### config.mk
export PLATFORM = sky130hd
export DESIGN_NAME = mbr_partition_entry_checker_top
export DESIGN_NICKNAME = d
export VERILOG_FILES = /design/src/mpec_pkg.sv /design/src/mpec_front.sv /design/src/mpec_queue.sv /design/src/mpec_div.sv /design/src/mpec_back.sv /design/src/mbr_partition_entry_checker_top.sv
export SDC_FILE = /design/constraint.sdc
export NUM_CORES = 2
export LEC_CHECK = 0
export ABC_AREA = 1
export BUFFER_PORTS_ARGS = -buffer_cell sky130_fd_sc_hd__buf_2
export CAP_MARGIN = 20
export CORE_ASPECT_RATIO = 0.8
export CORE_MARGIN = 5
export CORE_UTILIZATION = 31
export CTS_BUF_LIST = sky130_fd_sc_hd__clkbuf_8
export DETAILED_ROUTE_END_ITERATION = 10
export SLEW_MARGIN = 10
export SYNTH_ARGS = -nofsm -noshare
export SYNTH_HDL_FRONTEND = slang
export SYNTH_SLANG_ARGS = --single-unit
### constraint.sdc
create_clock -name clk -period 22 [get_ports clk]
set_input_delay 4.4 -clock clk [delete_from_list [all_inputs] [get_ports clk]]
set_output_delay 4.4 -clock clk [all_outputs]
set_load 0.03 [all_outputs]
### src/mpec_pkg.sv
// Shared types, constants and helpers for the MBR partition entry checker.
// No dependencies; used by every module under src.
package mpec_pkg;

    localparam logic [7:0] TYPE_EMPTY  = 8'h00;
    localparam logic [7:0] TYPE_EXT_A  = 8'h05;
    localparam logic [7:0] TYPE_EXT_B  = 8'h0f;
    localparam logic [7:0] TYPE_EXT_C  = 8'h85;
    localparam logic [6:0] ACTIVE_MASK = 7'h7f;
    localparam logic [9:0] CYL_MAX     = 10'h3ff;
    localparam logic [23:0] CHS_OVER   = 24'hffffff;

    localparam logic [1:0] CODE_OK     = 2'd0;
    localparam logic [1:0] CODE_SECTOR = 2'd1;
    localparam logic [1:0] CODE_HEAD   = 2'd2;

    localparam logic [1:0] REG_GEO     = 2'd0;
    localparam logic [1:0] REG_HEADS   = 2'd1;
    localparam logic [1:0] REG_SPT     = 2'd2;

    localparam int DIV_W  = 32;
    localparam int DSR_W  = 14;

    typedef struct packed {
        logic        geo_valid;
        logic [7:0]  heads;
        logic [5:0]  spt;
    } cfg_t;

    typedef struct packed {
        logic [1:0]  slot;
        logic [31:0] table_sector;
        logic [31:0] extended_base;
        logic [31:0] table_length;
        logic [7:0]  active_byte;
        logic [7:0]  type_id;
        logic [23:0] first_chs;
        logic [23:0] end_chs;
        logic [31:0] raw_start;
        logic [31:0] raw_length;
    } item_t;

    // front -> back queue payload
    typedef struct packed {
        logic [1:0]  slot;
        logic [31:0] abs_start;
        logic [31:0] abs_end;
        logic        active_odd;
        logic        past_end;
        logic [1:0]  head_code;
        logic [2:0]  overlap;
        logic [23:0] first_chs;
        logic [23:0] end_chs;
    } entry_t;

    typedef struct packed {
        logic [23:0] exp_end;
        logic [23:0] exp_start;
        logic [2:0]  overlap;
        logic        end_mm;
        logic        start_mm;
        logic        end_cyl_warn;
        logic [1:0]  head_code;
        logic        past_end;
        logic        active_odd;
        logic [31:0] abs_end;
        logic [31:0] abs_start;
        logic [1:0]  slot;
    } result_t;

    function automatic logic is_ext(input logic [7:0] t);
        return (t == TYPE_EXT_A) || (t == TYPE_EXT_B) || (t == TYPE_EXT_C);
    endfunction

endpackage

### src/mpec_front.sv
// Front end: accepts entries, computes LBA range, simple flags and overlap mask.
// Depends on mpec_pkg.
module mpec_front (
    input  logic                clk,
    input  logic                in_valid,
    output logic                in_ready,
    input  mpec_pkg::item_t     item,
    input  logic                q_full,
    output logic                q_push,
    output mpec_pkg::entry_t    q_data
);

    logic [31:0] rs_reg [3];
    logic [31:0] rl_reg [3];
    logic        accept;
    logic        ext;
    logic [31:0] st;
    logic [31:0] en;
    logic [31:0] span;
    logic [2:0]  mask;
    logic [31:0] lim;

    assign in_ready = !q_full;
    assign accept   = in_valid && in_ready;
    assign q_push   = accept && (item.type_id != mpec_pkg::TYPE_EMPTY);

    // earlier-slot store, undefined until written
    always_ff @(posedge clk)
    begin
        if (accept && (item.slot != 2'd3))
        begin
            rs_reg[item.slot] <= item.raw_start;
            rl_reg[item.slot] <= item.raw_length;
        end
    end

    always_comb
    begin
        ext  = mpec_pkg::is_ext(item.type_id);
        st   = item.raw_start + (ext ? item.extended_base : item.table_sector);
        en   = st + item.raw_length - 32'd1;
        span = item.table_sector + item.table_length;
        mask = '0;
        for (int j = 0; j < 3; j++)
        begin
            lim = rs_reg[j] + rl_reg[j];
            if ((2'(j) < item.slot) &&
                ((st >= rs_reg[j] && st < lim) || (en >= rs_reg[j] && en < lim)))
            begin
                mask[j] = 1'b1;
            end
        end
        q_data.slot       = item.slot;
        q_data.abs_start  = st;
        q_data.abs_end    = en;
        q_data.active_odd = (item.active_byte[6:0] & mpec_pkg::ACTIVE_MASK) != 7'd0;
        q_data.past_end   = (en >= span) && !ext;
        if (item.first_chs[13:8] != 6'd1)
            q_data.head_code = mpec_pkg::CODE_SECTOR;
        else if (item.first_chs[7:0] > 8'd1)
            q_data.head_code = mpec_pkg::CODE_HEAD;
        else
            q_data.head_code = mpec_pkg::CODE_OK;
        q_data.overlap    = mask;
        q_data.first_chs  = item.first_chs;
        q_data.end_chs    = item.end_chs;
    end

endmodule

### src/mpec_queue.sv
// Two-entry queue between front and back ends.
// Depends on mpec_pkg.
module mpec_queue (
    input  logic                clk,
    input  logic                rst_n,
    input  logic                push,
    input  mpec_pkg::entry_t    push_data,
    input  logic                pop,
    output logic                full,
    output logic                not_empty,
    output mpec_pkg::entry_t    head
);

    mpec_pkg::entry_t mem_reg [2];
    logic       wr_ptr_reg;
    logic       rd_ptr_reg;
    logic [1:0] count_reg;

    assign full      = (count_reg == 2'd2);
    assign not_empty = (count_reg != 2'd0);
    assign head      = mem_reg[rd_ptr_reg];

    always_ff @(posedge clk)
    begin
        if (push)
            mem_reg[wr_ptr_reg] <= push_data;
    end

    always_ff @(posedge clk or negedge rst_n)
    begin
        if (!rst_n)
        begin
            wr_ptr_reg <= 1'b0;
            rd_ptr_reg <= 1'b0;
            count_reg  <= 2'd0;
        end
        else
        begin
            if (push)
                wr_ptr_reg <= !wr_ptr_reg;
            if (pop)
                rd_ptr_reg <= !rd_ptr_reg;
            if (push && !pop)
                count_reg <= count_reg + 2'd1;
            else if (pop && !push)
                count_reg <= count_reg - 2'd1;
        end
    end

endmodule

### src/mpec_div.sv
// Restoring divider, one quotient bit per cycle, 32-bit dividend, 14-bit divisor.
// Depends on mpec_pkg.
module mpec_div (
    input  logic                         clk,
    input  logic                         rst_n,
    input  logic                         start,
    input  logic [mpec_pkg::DIV_W-1:0]   dividend,
    input  logic [mpec_pkg::DSR_W-1:0]   divisor,
    output logic                         done,
    output logic [mpec_pkg::DIV_W-1:0]   quotient,
    output logic [mpec_pkg::DSR_W-1:0]   remainder
);

    logic [mpec_pkg::DIV_W-1:0] quo_reg;
    logic [mpec_pkg::DSR_W-1:0] rem_reg;
    logic [mpec_pkg::DSR_W-1:0] dsr_reg;
    logic [5:0]                 cnt_reg;
    logic                       busy_reg;
    logic                       done_reg;
    logic [mpec_pkg::DSR_W:0]   trial;
    logic [mpec_pkg::DSR_W:0]   diff;

    assign trial     = {rem_reg, quo_reg[mpec_pkg::DIV_W-1]};
    assign diff      = trial - {1'b0, dsr_reg};
    assign done      = done_reg;
    assign quotient  = quo_reg;
    assign remainder = rem_reg;

    always_ff @(posedge clk or negedge rst_n)
    begin
        if (!rst_n)
        begin
            busy_reg <= 1'b0;
            done_reg <= 1'b0;
            cnt_reg  <= '0;
        end
        else
        begin
            done_reg <= 1'b0;
            if (start)
            begin
                busy_reg <= 1'b1;
                cnt_reg  <= 6'(mpec_pkg::DIV_W);
            end
            else if (busy_reg)
            begin
                cnt_reg <= cnt_reg - 6'd1;
                if (cnt_reg == 6'd1)
                begin
                    busy_reg <= 1'b0;
                    done_reg <= 1'b1;
                end
            end
        end
    end

    always_ff @(posedge clk)
    begin
        if (start)
        begin
            quo_reg <= dividend;
            rem_reg <= '0;
            dsr_reg <= divisor;
        end
        else if (busy_reg)
        begin
            if (!diff[mpec_pkg::DSR_W])
            begin
                rem_reg <= diff[mpec_pkg::DSR_W-1:0];
                quo_reg <= {quo_reg[mpec_pkg::DIV_W-2:0], 1'b1};
            end
            else
            begin
                rem_reg <= trial[mpec_pkg::DSR_W-1:0];
                quo_reg <= {quo_reg[mpec_pkg::DIV_W-2:0], 1'b0};
            end
        end
    end

endmodule

### src/mpec_back.sv
// Back end: CHS/LBA checks and expected CHS through the shared divider.
// Depends on mpec_pkg and mpec_div.
module mpec_back (
    input  logic                clk,
    input  logic                rst_n,
    input  mpec_pkg::cfg_t      cfg,
    input  logic                q_valid,
    input  mpec_pkg::entry_t    q_head,
    output logic                q_pop,
    output logic                out_valid,
    input  logic                out_ready,
    output mpec_pkg::result_t   out_data
);

    localparam logic [2:0] S_IDLE   = 3'd0;
    localparam logic [2:0] S_MUL_A  = 3'd1;
    localparam logic [2:0] S_MUL_B  = 3'd2;
    localparam logic [2:0] S_DSTART = 3'd3;
    localparam logic [2:0] S_DWAIT  = 3'd4;
    localparam logic [2:0] S_DONE   = 3'd5;

    logic [2:0]        state_reg;
    logic              sel_reg;
    logic              phase_reg;
    mpec_pkg::entry_t  ent_reg;
    logic              geo_reg;
    logic              ecw_reg;
    logic [1:0]        mm_reg;
    logic [13:0]       hs_reg;
    logic [18:0]       prod_reg;
    logic [7:0]        cyl_lo_reg;
    logic [1:0]        cyl_hi_reg;
    logic              cyl_big_reg;
    logic [23:0]       exp_reg [2];
    logic              out_valid_reg;
    mpec_pkg::result_t out_reg;

    logic              geo;
    logic [23:0]       chs;
    logic [31:0]       lba_val;
    logic [9:0]        cyl;
    logic [31:0]       conv;
    logic              div_start;
    logic              div_done;
    logic [31:0]       div_q;
    logic [13:0]       div_r;
    logic [31:0]       div_a;
    logic [13:0]       div_b;
    logic [5:0]        sect;

    assign geo       = cfg.geo_valid && (cfg.heads != 8'd0) && (cfg.spt != 6'd0);
    assign chs       = sel_reg ? ent_reg.end_chs : ent_reg.first_chs;
    assign lba_val   = sel_reg ? ent_reg.abs_end : ent_reg.abs_start;
    assign cyl       = {chs[15:14], chs[23:16]};
    assign conv      = 32'(prod_reg * cfg.spt) + {26'd0, chs[13:8]} - 32'd1;
    assign div_start = (state_reg == S_DSTART);
    assign div_a     = phase_reg ? {18'd0, div_r} : lba_val;
    assign div_b     = phase_reg ? {8'd0, cfg.spt} : hs_reg;
    assign sect      = div_r[5:0] + 6'd1;
    assign q_pop     = (state_reg == S_IDLE) && q_valid;
    assign out_valid = out_valid_reg;
    assign out_data  = out_reg;

    mpec_div u_div (
        .clk       (clk),
        .rst_n     (rst_n),
        .start     (div_start),
        .dividend  (div_a),
        .divisor   (div_b),
        .done      (div_done),
        .quotient  (div_q),
        .remainder (div_r)
    );

    always_ff @(posedge clk or negedge rst_n)
    begin
        if (!rst_n)
        begin
            state_reg     <= S_IDLE;
            sel_reg       <= 1'b0;
            phase_reg     <= 1'b0;
            out_valid_reg <= 1'b0;
        end
        else
        begin
            if ((state_reg == S_DONE) && (!out_valid_reg || out_ready))
                out_valid_reg <= 1'b1;
            else if (out_valid_reg && out_ready)
                out_valid_reg <= 1'b0;
            case (state_reg)
                S_IDLE:
                begin
                    sel_reg   <= 1'b0;
                    phase_reg <= 1'b0;
                    if (q_valid)
                        state_reg <= geo ? S_MUL_A : S_DONE;
                end
                S_MUL_A:
                    state_reg <= S_MUL_B;
                S_MUL_B:
                begin
                    sel_reg   <= !sel_reg;
                    state_reg <= sel_reg ? S_DSTART : S_MUL_A;
                end
                S_DSTART:
                    state_reg <= S_DWAIT;
                S_DWAIT:
                begin
                    if (div_done)
                    begin
                        phase_reg <= !phase_reg;
                        if (phase_reg)
                        begin
                            sel_reg   <= !sel_reg;
                            state_reg <= sel_reg ? S_DONE : S_DSTART;
                        end
                        else
                        begin
                            state_reg <= S_DSTART;
                        end
                    end
                end
                S_DONE:
                begin
                    if (!out_valid_reg || out_ready)
                        state_reg <= S_IDLE;
                end
                default:
                    state_reg <= S_IDLE;
            endcase
        end
    end

    always_ff @(posedge clk)
    begin
        case (state_reg)
            S_IDLE:
            begin
                ent_reg <= q_head;
                geo_reg <= geo;
                hs_reg  <= 14'(cfg.heads * cfg.spt);
                ecw_reg <= geo && (q_head.end_chs[7:0] != (cfg.heads - 8'd1)) &&
                           (q_head.end_chs[13:8] != cfg.spt);
                mm_reg  <= 2'b00;
            end
            S_MUL_A:
                prod_reg <= 19'(cyl * cfg.heads) + {11'd0, chs[7:0]};
            S_MUL_B:
                mm_reg[sel_reg] <= (conv != lba_val);
            S_DWAIT:
            begin
                if (div_done && !phase_reg)
                begin
                    cyl_big_reg <= (div_q > {22'd0, mpec_pkg::CYL_MAX});
                    cyl_lo_reg  <= div_q[7:0];
                    cyl_hi_reg  <= div_q[9:8];
                end
                if (div_done && phase_reg)
                begin
                    exp_reg[sel_reg] <= cyl_big_reg ? mpec_pkg::CHS_OVER :
                        {cyl_lo_reg, cyl_hi_reg, sect, div_q[7:0]};
                end
            end
            S_DONE:
            begin
                if (!out_valid_reg || out_ready)
                begin
                    out_reg.slot         <= ent_reg.slot;
                    out_reg.abs_start    <= ent_reg.abs_start;
                    out_reg.abs_end      <= ent_reg.abs_end;
                    out_reg.active_odd   <= ent_reg.active_odd;
                    out_reg.past_end     <= ent_reg.past_end;
                    out_reg.head_code    <= ent_reg.head_code;
                    out_reg.end_cyl_warn <= ecw_reg;
                    out_reg.start_mm     <= mm_reg[0];
                    out_reg.end_mm       <= mm_reg[1];
                    out_reg.overlap      <= ent_reg.overlap;
                    out_reg.exp_start    <= geo_reg ? exp_reg[0] : 24'd0;
                    out_reg.exp_end      <= geo_reg ? exp_reg[1] : 24'd0;
                end
            end
            default:
            begin
            end
        endcase
    end

endmodule

### src/mbr_partition_entry_checker_top.sv
// MBR partition entry checker: one partition table entry per input transaction;
// a result transaction for every non-empty entry, flags, overlap mask and
// expected CHS. The front end takes an entry and queues it (two deep). When
// geometry is off the back end pops the entry and loads the result; when it is
// on, it pops the entry, runs four CHS/LBA multiply steps, makes four passes of
// the shared one-bit-per-cycle divider (start, 32 steps, done) for start
// cylinder, start head, end cylinder and end head, and loads the result. The
// result then sits in the output register until taken. Empty entries (type 0)
// only update the slot store and produce no result. Slots of one table are fed
// 0 to 3 in order; slot 3 is checked but not stored. Configuration (geometry
// valid at 0x0, heads per cylinder at 0x4, sectors per track at 0x8) is to be
// written over APB only while the block is idle; the block does not enforce it.
// Depends on mpec_pkg and all mpec_*.
module mbr_partition_entry_checker_top (
    input  logic         clk,
    input  logic         rst_n,
    input  logic         psel,
    input  logic         penable,
    input  logic         pwrite,
    input  logic [3:0]   paddr,
    input  logic [31:0]  pwdata,
    output logic [31:0]  prdata,
    output logic         pready,
    input  logic         s_tvalid,
    output logic         s_tready,
    // low to high: slot, table_sector, extended_base, table_length, active_byte,
    // type_id, start CHS, end_chs, raw_start, raw_length, 6 zero bits
    input  logic [231:0] s_tdata,
    output logic         m_tvalid,
    input  logic         m_tready,
    // low to high: entry_slot, abs_start, abs_end, active_odd, past_end,
    // start_head_code, end_cyl_warn, start_mismatch, end_mismatch, overlap_mask,
    // expected start CHS, expected end CHS, 4 zero bits
    output logic [127:0] m_tdata
);

    mpec_pkg::cfg_t    cfg_reg;
    mpec_pkg::item_t   item;
    mpec_pkg::entry_t  push_data;
    mpec_pkg::entry_t  q_head;
    mpec_pkg::result_t res;
    logic              q_push;
    logic              q_pop;
    logic              q_full;
    logic              q_valid;
    logic              cfg_wr;

    assign pready = 1'b1;
    assign cfg_wr = psel && penable && pwrite && pready;

    // config registers
    always_ff @(posedge clk or negedge rst_n)
    begin
        if (!rst_n)
        begin
            cfg_reg.geo_valid <= 1'b0;
            cfg_reg.heads     <= 8'd255;
            cfg_reg.spt       <= 6'd63;
        end
        else if (cfg_wr)
        begin
            case (paddr[3:2])
                mpec_pkg::REG_GEO:   cfg_reg.geo_valid <= pwdata[0];
                mpec_pkg::REG_HEADS: cfg_reg.heads     <= pwdata[7:0];
                mpec_pkg::REG_SPT:   cfg_reg.spt       <= pwdata[5:0];
                default:
                begin
                end
            endcase
        end
    end

    always_comb
    begin
        case (paddr[3:2])
            mpec_pkg::REG_GEO:   prdata = {31'd0, cfg_reg.geo_valid};
            mpec_pkg::REG_HEADS: prdata = {24'd0, cfg_reg.heads};
            mpec_pkg::REG_SPT:   prdata = {26'd0, cfg_reg.spt};
            default:             prdata = 32'd0;
        endcase
    end

    // unpack the input transaction
    assign item.slot          = s_tdata[1:0];
    assign item.table_sector  = s_tdata[33:2];
    assign item.extended_base = s_tdata[65:34];
    assign item.table_length  = s_tdata[97:66];
    assign item.active_byte   = s_tdata[105:98];
    assign item.type_id       = s_tdata[113:106];
    assign item.first_chs     = s_tdata[137:114];
    assign item.end_chs       = s_tdata[161:138];
    assign item.raw_start     = s_tdata[193:162];
    assign item.raw_length    = s_tdata[225:194];

    mpec_front u_front (
        .clk      (clk),
        .in_valid (s_tvalid),
        .in_ready (s_tready),
        .item     (item),
        .q_full   (q_full),
        .q_push   (q_push),
        .q_data   (push_data)
    );

    mpec_queue u_queue (
        .clk       (clk),
        .rst_n     (rst_n),
        .push      (q_push),
        .push_data (push_data),
        .pop       (q_pop),
        .full      (q_full),
        .not_empty (q_valid),
        .head      (q_head)
    );

    mpec_back u_back (
        .clk       (clk),
        .rst_n     (rst_n),
        .cfg       (cfg_reg),
        .q_valid   (q_valid),
        .q_head    (q_head),
        .q_pop     (q_pop),
        .out_valid (m_tvalid),
        .out_ready (m_tready),
        .out_data  (res)
    );

    // result_t is declared high field first, so it packs low field first
    assign m_tdata = {4'd0, res};

endmodule

==> run metrics <==
RR Endpoint u_back.prod_reg[18]; Hold Path Stages 0; Hold WC Path Type reg -> reg; DRT Pass-1 Iters 5; Hold Buf Count CTS 0; worst vdd ir 0.000151 V; startpoint types primary input; Die H 406 um; Unique masters post-synth 66; post-route ant nets 1; endpoints failing setup 0; largest net degree at the start of global routing 77; crit end category register; max-cap violations 0; fmax 84.9 MHz; Setup WS pre-CTS 9120 ps; root buf cell clkbuf_8; failing checks antenna rules; DR vias 46,742; Final Hold Violating Endpoints 0; port bufs 375; RSZ-0062 raised after global routing no; period utilization 0.535; Seq/Total Area, Yosys 0.423; fin nets 8,207; fillers 19,707; WP data required 22,600 ps; Finished Core Util 0.356; critical path class in -> reg; Worst path slowest cell a21oi_1; Worst path most repeated cell nand2_1; Max H-tree Level 4; first-pass GRT wire length 271,000 um; vias in the first global route 47,509; PnR Total Power 11,400 uW; largest area contributor in the netlist edfxtp_1; Synth Register Bits 868; Die X 505 um; hpwl dp 143,000 um; Critical R2R Launch u_back.sel_reg; layout cells sized above 1 0.123; crit-path max FO 34; Vias/cell 4.81; Non-Filler Instances 9,713; post-cts repair resize count 0; Die ar. 205,000 um2; worst r2r path cells 27; Clock Latency Late Sink 950 ps; Period minus WS final 11,780 ps; total power divided by cell area 165 nW/um2; placer congestion estimate 0.916; Ys Warns 0; Mapped Area 60,900 um2; Slew @ Worst Pin 1090 ps; Avg Cell Area, Syn 9.38 um2; I/O pin count 438; placement row count 145; Clock transition at path regs 60 ps; R2R Setup Slk 14,730 ps; delay-heaviest family, CP compound AO/OA/AOI/OAI gates; CP peak stage delay 500 ps; CP arrival 12,370 ps; Hold Path Sink u_back.out_data[75]; Setup Buffers After CTS 0; Clock Skew 72.3 ps; Setup WS post-layout 10,220 ps; Inst Count DP 9,412; status finished, violations left; largest cells by area after synthesis edfxtp_1 (41%), ha_1 (16%), nand2_1 (9.5%); aggregate global routing overflow 0; CTS Sinks 868; area grow syn2layout 14.1%; Buffers & Inverters on Critical Path 7; Final Max Slew Viols 0; Setup TNS 0 ps; Initial Util 0.312; number of flip-flops in the largest register 242; maximum clock insertion buffer count 3; CTS tree built; Syn Inst Count 6,491; Leak 0.0325 uW; initial antenna violation count 15; initial drt markers 3,079; post-DR wirelength/cell 18.4 um; Synth top area share 0.405; total routed wirelength 179,000 um; fraction of registers with async set/reset 0.0380; CTS Buf Count 158; GRT Resource Usage Total 0.171; core area 195,000 um2; Top FF cell, synth edfxtp_1; number of synthesized flops with an enable pin 821; hold_sp u_back.ent_reg[50]; relative slew slack 0.270; drt drc 0
-- worst max path at each step --
stage                            start                     end  slack [ps]  cells after the start
final                     s_tdata[112]  u_queue.mem_reg[0][50]       10220                     46
after global placement    s_tdata[111]  u_queue.mem_reg[0][50]        9240                     38
after detailed placement  s_tdata[111]  u_queue.mem_reg[0][50]        9120                     36
after global routing      s_tdata[111]  u_queue.mem_reg[0][50]        9890                     46
after floorplan           s_tdata[113]  u_queue.mem_reg[0][50]       11010                     42
after CTS                 s_tdata[111]  u_queue.mem_reg[0][50]       10130                     36
-- cells in the mapped netlist (all sizes together) (36+ instances only) --
master	instances
xor2	166
fa	160
edfxtp	821
a21oi	429
nand3	170
a211oi	41
nor2	313
o21ai	245
nand2	1570
xnor2	103
buf	45
inv	1047
or2	36
nand4	92
nor3	62
clkbuf	85
ha	767
-- kinds of logic (layout without fill, tap and decap cells) --
family / Yosys count / count (layout) / synth area share
flops: 868 / 868 / 0.423
simple gates: 2276 / 2276 / 0.156
compound gates: 916 / 916 / 0.0865
other cells: 2 / 43 / 0.000123
mux: 50 / 50 / 0.00884
buf+inv: 1182 / 1791 / 0.0751
xor+xnor: 270 / 270 / 0.0393
fa+ha+maj: 927 / 927 / 0.210
-- worst reg2reg max path, cell delays in order (launching register included) --
cell      delay, ps
dfrtp_2         340
buf_4           490
inv_1           400
buf_4           350
or2_2           380
o21ai_0         400
inv_1           380
nand2_1         180
fa_1            430
inv_1            90
fa_1            420
ha_1            300
inv_1            50
fa_1            600
inv_1            60
ha_1            290
nand2_1          70
nor2_1           40
a211oi_1        290
o21ai_1         140
a21boi_0        320
o21ai_1         150
a21boi_0        320
o21ai_1         140
a21oi_1         150
nor2_1           60
nor2_1          110
xnor2_1          80
-- layout by cell type, fill, tap and decap left out, types with 92 or more instances in the layout --
| cell type | Yosys | layout |
|---|---|---|
| xor2_1 | 164 | 162 |
| a21oi_1 | 425 | 425 |
| nand2_1 | 1537 | 1537 |
| clkbuf_8 | 0 | 160 |
| nand4_1 | 92 | 92 |
| xnor2_1 | 103 | 103 |
| ha_1 | 767 | 767 |
| buf_2 | 5 | 375 |
| edfxtp_1 | 821 | 821 |
| o21ai_0 | 217 | 217 |
| inv_1 | 1025 | 1065 |
| fa_1 | 160 | 160 |
| nand3_1 | 161 | 161 |
| nor2_1 | 292 | 286 |
-- area by class of cell --
type / count / area [um2] / share of cell area
clock buffer: 160 / 2200 / 0.0317
sequential: 868 / 25800 / 0.371
inverter: 1052 / 3950 / 0.0569
multi-input combinational: 4468 / 30700 / 0.442
antenna: 14 / 35.0 / 0.000504
clock inverter: 122 / 1090 / 0.0157
tap: 2572 / 3220 / 0.0463
timing repair buffer: 457 / 2490 / 0.0359
-- where the power goes --
| part | switching [uW] | internal [uW] |
|---|---|---|
| combinational | 4650 | 2380 |
| clock | 770 | 847 |
| sequential | 276 | 2520 |
-- per-stage QoR --
stage	instance area, um2	hold slack, ps
after floorplan	61000	400
final	69500	405
after global placement	66100	404
after global routing	69400	410
after detailed placement	66100	405
after CTS	69400	405
-- metal layers --
| layer | global-route usage | wire length, um | vias up |
|---|---|---|---|
| li1 | - | - | 22798 |
| met1 | 0.223 | 80200 | 22400 |
| met2 | 0.291 | 84100 | 1261 |
| met3 | 0.0278 | 9300 | 279 |
| met4 | 0.0501 | 5010 | 4 |
| met5 | 0 | 23 | - |
No activity file was read; power rests on OpenSTA's default activity.
